`src/rtl/cst_pkg.sv`:
```
`timescale 1ns / 1ps
`default_nettype none
// ----------------------------------------------------------------------------
// cst_pkg: shared types and constants of the element stiffness unit
// Field widths, the material register set, the per-entry record handed from
// the numerator engine to the divider, and the state machine encodings.
// ----------------------------------------------------------------------------
package cst_pkg;

   localparam int COORD_W  = 32;           // corner coordinates, D entries
   localparam int EDGE_W   = 33;           // edge differences b_i, c_i
   localparam int MUL_W    = 34;           // shared multiplier operand width
   localparam int PROD_W   = 2 * MUL_W;    // multiplier result width
   localparam int PAIR_W   = 66;           // product of a pair of edge differences
   localparam int LO_W     = 33;           // low split of a pair product
   localparam int DET_W    = 67;           // signed twice-area
   localparam int ABS_W    = 66;           // magnitude of twice-area
   localparam int DIV_W    = ABS_W + 1;    // divisor 2*|det|
   localparam int NUM_W    = 100;          // signed numerator accumulator
   localparam int MAG_W    = NUM_W - 1;    // numerator magnitude
   localparam int OUT_W    = 64;           // stiffness entry width
   localparam int IDX_W    = 3;            // row and column index width
   localparam int ENTRIES  = 21;           // upper-triangle entries per item
   localparam int CSR_ADDR_W = 5;          // six 32-bit registers
   localparam int CSR_DATA_W = 32;

   localparam logic [IDX_W-1:0] LAST_IDX = 3'd5;

   localparam logic [OUT_W-1:0] SAT_MAX = {1'b0, {(OUT_W-1){1'b1}}};
   localparam logic [OUT_W-1:0] SAT_MIN = {1'b1, {(OUT_W-1){1'b0}}};

   // register indexes on the configuration port
   localparam logic [2:0] REG_D11 = 3'd0;
   localparam logic [2:0] REG_D12 = 3'd1;
   localparam logic [2:0] REG_D13 = 3'd2;
   localparam logic [2:0] REG_D22 = 3'd3;
   localparam logic [2:0] REG_D23 = 3'd4;
   localparam logic [2:0] REG_D33 = 3'd5;

   typedef struct packed {
      logic signed [COORD_W-1:0] d11;
      logic signed [COORD_W-1:0] d12;
      logic signed [COORD_W-1:0] d13;
      logic signed [COORD_W-1:0] d22;
      logic signed [COORD_W-1:0] d23;
      logic signed [COORD_W-1:0] d33;
   } d_regs_type;

   typedef struct packed {
      logic [MAG_W-1:0] mag;
      logic             neg;
      logic [ABS_W-1:0] absdet;
      logic             degen;
      logic [IDX_W-1:0] row;
      logic [IDX_W-1:0] col;
      logic             last;
   } entry_type;

   typedef enum logic [2:0] {
      ENG_IDLE,
      ENG_DET_A,
      ENG_DET_B,
      ENG_DET_C,
      ENG_DET_D,
      ENG_MUL,
      ENG_EMIT
   } eng_state_type;

   typedef enum logic [1:0] {
      PH_PAIR,
      PH_LO,
      PH_HI,
      PH_ADD
   } phase_type;

   typedef enum logic [2:0] {
      DV_IDLE,
      DV_FETCH,
      DV_CHECK,
      DV_ITER,
      DV_DONE
   } div_state_type;

endpackage
`default_nettype wire

```
`src/rtl/cst_csr_regs.sv`:
```
`timescale 1ns / 1ps
`default_nettype none
// ----------------------------------------------------------------------------
// cst_csr_regs: material matrix register file
// APB-style slave holding the six entries of the symmetric matrix D.
// ----------------------------------------------------------------------------
module cst_csr_regs import cst_pkg::*; (
   input  logic                  clock,
   input  logic                  reset,
   input  logic                  csr_psel,
   input  logic                  csr_penable,
   input  logic                  csr_pwrite,
   input  logic [CSR_ADDR_W-1:0] csr_paddr,
   input  logic [CSR_DATA_W-1:0] csr_pwdata,
   output logic [CSR_DATA_W-1:0] csr_prdata,
   output logic                  csr_pready,
   output d_regs_type            d_regs
);

   d_regs_type d_ff, d_in;
   logic [2:0] reg_sel;
   logic       wr_en;

   assign reg_sel    = csr_paddr[4:2];
   assign wr_en      = csr_psel & csr_penable & csr_pwrite;
   assign csr_pready = 1'b1;
   assign d_regs     = d_ff;

   always_comb begin
      d_in = d_ff;
      if (wr_en) begin
         unique case (reg_sel)
            REG_D11: d_in.d11 = csr_pwdata;
            REG_D12: d_in.d12 = csr_pwdata;
            REG_D13: d_in.d13 = csr_pwdata;
            REG_D22: d_in.d22 = csr_pwdata;
            REG_D23: d_in.d23 = csr_pwdata;
            REG_D33: d_in.d33 = csr_pwdata;
            default: d_in = d_ff;
         endcase
      end
   end

   always_comb begin
      unique case (reg_sel)
         REG_D11: csr_prdata = d_ff.d11;
         REG_D12: csr_prdata = d_ff.d12;
         REG_D13: csr_prdata = d_ff.d13;
         REG_D22: csr_prdata = d_ff.d22;
         REG_D23: csr_prdata = d_ff.d23;
         REG_D33: csr_prdata = d_ff.d33;
         default: csr_prdata = '0;
      endcase
   end

   always_ff @(posedge clock) begin
      if (reset) begin
         d_ff <= '0;
      end else begin
         d_ff <= d_in;
      end
   end

endmodule
`default_nettype wire

```
`config.mk`:
```
export PLATFORM = sky130hd
export DESIGN_NAME = cst_csr_regs
export DESIGN_NICKNAME = d
export VERILOG_FILES = /design/src/rtl/cst_pkg.sv /design/src/rtl/cst_csr_regs.sv
export SDC_FILE = /design/constraint.sdc
export NUM_CORES = 1
export LEC_CHECK = 0
export BUFFER_PORTS_ARGS = -buffer_cell sky130_fd_sc_hd__buf_4
export CORE_AREA = 10 10 188 190
export CTS_CLUSTER_DIAMETER = 150
export DETAILED_ROUTE_END_ITERATION = 8
export DIE_AREA = 0 0 198 200
export GPL_ROUTABILITY_DRIVEN = 0
export GPL_TIMING_DRIVEN = 0
export PLACE_DENSITY = 0.52
export SLEW_MARGIN = 30
export SYNTH_ARGS = -nofsm -noshare
export SYNTH_HDL_FRONTEND = slang
export SYNTH_SLANG_ARGS = --single-unit
```
`constraint.sdc`:
```
create_clock -name clock -period 1.7 [get_ports clock]
set_input_delay 0.085 -clock clock [delete_from_list [all_inputs] [get_ports clock]]
set_output_delay 0.085 -clock clock [all_outputs]
set_load 0.01 [all_outputs]
```
=== Yosys cells after proc, flatten, opt, wreduce, memory -nomap -nowiden ===
Index checks and enable logic that the tools add are counted.

* Bits of input ports: 42
* Flip-flop bits (word level): 192

* Bitwise operators: 2
* Mux-type cells: 1
* Equality and inequality tests: 5
* Reductions and logical operators: 7

{| class="wikitable"
|+ Operators with widths
! cell !! number
|-
| 32-bit one-hot mux with 6 select lines || 1
|-
| 2-bit AND reduction || 6
|-
| 3-bit by 2-bit equality test with 1-bit output, second input constant || 2
|-
| 3-bit equality test, second input constant || 2
|-
| 3-bit by 1-bit equality test with 1-bit output, second input constant || 1
|-
| 3-bit zero test || 1
|-
| 1-bit AND || 2
|}

=== Longest topological paths before layout ===
* Depth in word-level cells: 3
* Gate-level depth with buffers: 6

=== Worst setup path after synthesis ===
Ideal clock, no wire load.

* Path type: input -> output
* Start: input port csr_paddr[2]
* End: output port csr_prdata[3]
* Slack: 518 ps
* Data arrival time: 1,097 ps
* Data required time: 1,615 ps
* Buffers on the path: 2
* Stages: 5
* Cell sequence: buf_2 buf_2 mux2_2 a22oi_1 o22ai_1

* Cells in the longest elaborated chain, start to end: 2

{| class="wikitable"
|+ RTL lines
! element !! line !! RTL
|-
| from (decl) || cst_csr_regs.sv:13 || <nowiki>input logic [CSR_ADDR_W-1:0] csr_paddr,</nowiki>
|-
| 3-bit equality test, or another cell as far along || cst_csr_regs.sv:45 || <nowiki>unique case (reg_sel)</nowiki>
|-
| 32-bit one-hot mux with 6 select lines * || cst_csr_regs.sv:45 ||
|-
| to (decl) || cst_csr_regs.sv:15 || <nowiki>output logic [CSR_DATA_W-1:0] csr_prdata,</nowiki>
|}

Mark *: on every way between the ends. The rest lies on a longest branch, timed or not.

=== Final worst setup path ===
* Start: input port csr_paddr[2]
* End: output port csr_prdata[11]

Same word-level chain as after synthesis.

==> flow_metrics.py <==
metrics = {
    "run_status": {
        "status": "completed",
    },
    "critical_path": {
        "cp_max_fo": 10,
        "worstSetupPathType": "in2out",
        "cpPeakStageDelay_ns": 0.36,
        "crit_path_start_kind": "primary input",
        "critPathCaptureType": "primary output",
        "cpMaxStageDelayCell": "mux2_2",
        "worst_ep_required_time_ns": 1.62,
        "crit_arrival_ns": 1.59,
        "path_cells": "buf_4, buf_2, buf_6, mux2_2, a32oi_1, o21ai_0, buf_4",
        "cpMostUsedCell": "buf_4",
    },
    "timing": {
        "hold_viol": 0,
        "max_freq_mhz": 597,
        "slew_viol_final": 0,
        "post-route-period-util": 0.986,
        "rsz0062_at_grt": "true",
        "fin_setup_tns_ns": 0,
        "tightest_slew_ns": 0.726,
        "slew_headroom": 0.516,
        "min_period_ns": 1.68,
        "setup_viol": 0,
        "fin_worst_skew_ns": 0,
    },
    "cts": {
        "htreeDepth": 4,
        "clockRootBuffer": "clkbuf_16",
        "max-clock-path-buffers": 2,
        "cts_sinks": 192,
        "cts_tree": "built",
        "clk_latency_ns": 0.42,
        "cts_made_buffers": 17,
        "clk_pin_slew_ns": 0.08,
        "ctsHoldBuffers": 0,
    },
    "layout": {
        "final_nets": 1180,
        "diodes": 0,
        "drive_gt1_frac": 0.335,
        "syn_to_final_growth_pct": 34.7,
        "largest_reg_flops": 192,
    },
    "yosys": {
        "yosys-top-cells-area": "dfxtp_1 (42%), mux2i_1 (25%), nand2b_1 (16%)",
        "synth-compound-area-share": 0.0558,
        "yosys_warnings": 0,
        "async_flop_share": 0,
        "yosysSeqAreaShare": 0.423,
        "synth_top_family_by_area": "multiplexers",
        "synthXorXnorAreaFrac": 0,
        "ys.flop_type": "dfxtp_1",
        "synth.most_common_cell": "mux2i_1",
        "synth_edf_count": 0,
        "syn_nets": 900,
        "synth_commonest_cells": "mux2i_1 (230), nand2b_1 (226), dfxtp_1 (192), mux2_2 (38), clkbuf_1 (32)",
        "synth_cell_types": 30,
        "synth_mux_area_frac": 0.303,
        "synth.largest_area_cell": "dfxtp_1",
        "syn_inst": 858,
        "synthSimpleGateAreaFrac": 0.176,
        "synthAdderAreaFrac": 0,
        "synth_top_area_share": 0.423,
        "synth_seq_cells": 192,
        "synth.avg_cell_area_um2": 10.6,
        "synthesis.area_um2": 9080,
    },
    "global_route": {
        "grt_overflow": 0,
        "grt_util_all_layers": 0.200,
        "grt_first_pass_wirelength_um": 57200,
        "antenna_found_initial": 2,
        "grt_max_degree": 18,
        "grt_pass1_vias": 7959,
    },
    "drt": {
        "drt-wirelength-per-cell_um": 26.1,
        "antenna_left": 0,
        "firstDrtPassIters": 5,
        "vias_per_cell": 4.85,
        "route.detailed.drc": 0,
        "vias": 7539,
        "drt_iter0_markers": 304,
        "finalWirelength_um": 40500,
    },
    "power": {
        "p_switching_mw": 2.54,
        "total_power_mw": 9.61,
        "sw_frac_of_total": 0.264,
        "ir_drop_mv": 0.611,
        "pwr-share-seq": 0.474,
        "p_leak_nw": 5.98,
        "p_comb_frac": 0.090,
        "clkPwrFrac": 0.436,
        "p_per_area_nw_per_um2": 786,
        "internal_power_mw": 7.07,
    },
    "floorplan": {
        "fp.dieW_um": 198,
        "start_util": 0.289,
        "die_area_um2": 39600,
        "rows": 65,
        "die_h_um": 200,
        "core_area_um2": 31400,
        "ios": 267,
    },
    "min_path": {
        "hp-class": "in2reg",
    },
    "placement": {
        "portBuffers": 261,
        "place_hpwl_um": 29100,
    },
    "run": {
        "maxCapViolations": 0,
    },
}
## power groups by stage
stage	Combinational [mW]	Clock, mW	Sequential (mW)
6_report	0.862	4.19	4.56
5_1_grt	0.906	4.42	4.56
4_1_cts	0.866	4.27	4.56
3_5_place_dp	0.849	0	4.66
3_3_place_gp	0.848	0	4.66
2_1_floorplan	0.405	0	4.67
## stage by stage
stage                     std cells  setup slack [ns]  hold slack [ns]  area, µm²   util
after floorplan                 858             0.518            0.343       9080      -
after global placement         1521            -0.841            0.472      11500  0.368
after detailed placement       1521            -0.848            0.480      11500  0.368
after CTS                      1552            0.0124           0.0423      12200  0.389
after global routing           1553           -0.0271           0.0633      12200  0.390
final                          1553            0.0246           0.0470      12200  0.390
## metal layers
layer / up-vias / part of all wire / track usage
met5: - / 0.00044 / 0
met4: 2 / 0.0097 / 0.0390
met3: 22 / 0.062 / 0.0511
met2: 226 / 0.46 / 0.323
met1: 3737 / 0.47 / 0.264
li1: 3552 / - / -
## worst max-delay path: cells and delay by family
family	cells	cell delay (ns)
muxes	1	0.36
AOI/OAI and AO/OA	2	0.34
buffers and inverters	4	0.79
## cell type report
class                           instances  area, µm²
Buffer                                 70        442
Clock buffer                           19        433
Clock inverter                         13        154
Fill cell                            3156      19200
Inverter                                1       3.75
Multi-Input combinational cell        594       4880
Sequential cell                       192       3840
Tap cell                              402        503
Timing Repair Buffer                  262       1970
## cell usage in the layout, fill, tap and decap left out, types with 2 or more instances in the layout
cell | Yosys | routed
dfxtp_1 | 192 | 191
buf_2 | 17 | 15
mux2_2 | 38 | 38
or3_1 | 8 | 8
nand2b_1 | 226 | 224
inv_8 | 0 | 2
nand2b_2 | 0 | 2
clkbuf_4 | 0 | 3
clkbuf_1 | 32 | 26
clkbuf_2 | 0 | 2
a2bb2oi_1 | 3 | 3
nor2b_1 | 3 | 3
a22oi_1 | 30 | 30
clkbuf_16 | 0 | 17
buf_6 | 5 | 9
buf_4 | 13 | 277
clkinvlp_4 | 0 | 3
mux2i_1 | 230 | 229
bufinv_16 | 0 | 2
and2_1 | 2 | 2
o21ai_0 | 3 | 2
inv_6 | 0 | 4
buf_8 | 0 | 2
nand2_1 | 8 | 8
o22ai_1 | 16 | 16
nand2_2 | 2 | 2
a32oi_1 | 3 | 3
o221ai_1 | 13 | 12
## final timing paths
check / startpoint / to / slack, ns / depth (start not counted)
worst max-delay path: csr_paddr[2] / csr_prdata[11] / 0.02 / 7
worst min-delay path: csr_pwdata[15] / d_regs[15] / 0.05 / 3
worst min register to register: d_regs[124] / d_regs[124] / 0.49 / 2
worst max register to register: d_regs[67] / d_regs[67] / 1.01 / 2
## cell families (layout without fill, tap and decap cells)
kind of cell	count (synthesis)	in the layout
buffers and inverters	72	365
AND/OR/NAND/NOR	256	256
AO/OA/AOI/OAI	68	68
other	1	1
multiplexers	269	269
flip-flops	192	192
## repair_timing
action / 4_1_cts / 5_1_grt
pin swaps: 0 / 1
setup buffers: 0 / 1
gates resized for setup: 32 / 11
setup endpoints to repair: 32 / 13
No activity file was read; power rests on OpenSTA's default activity.
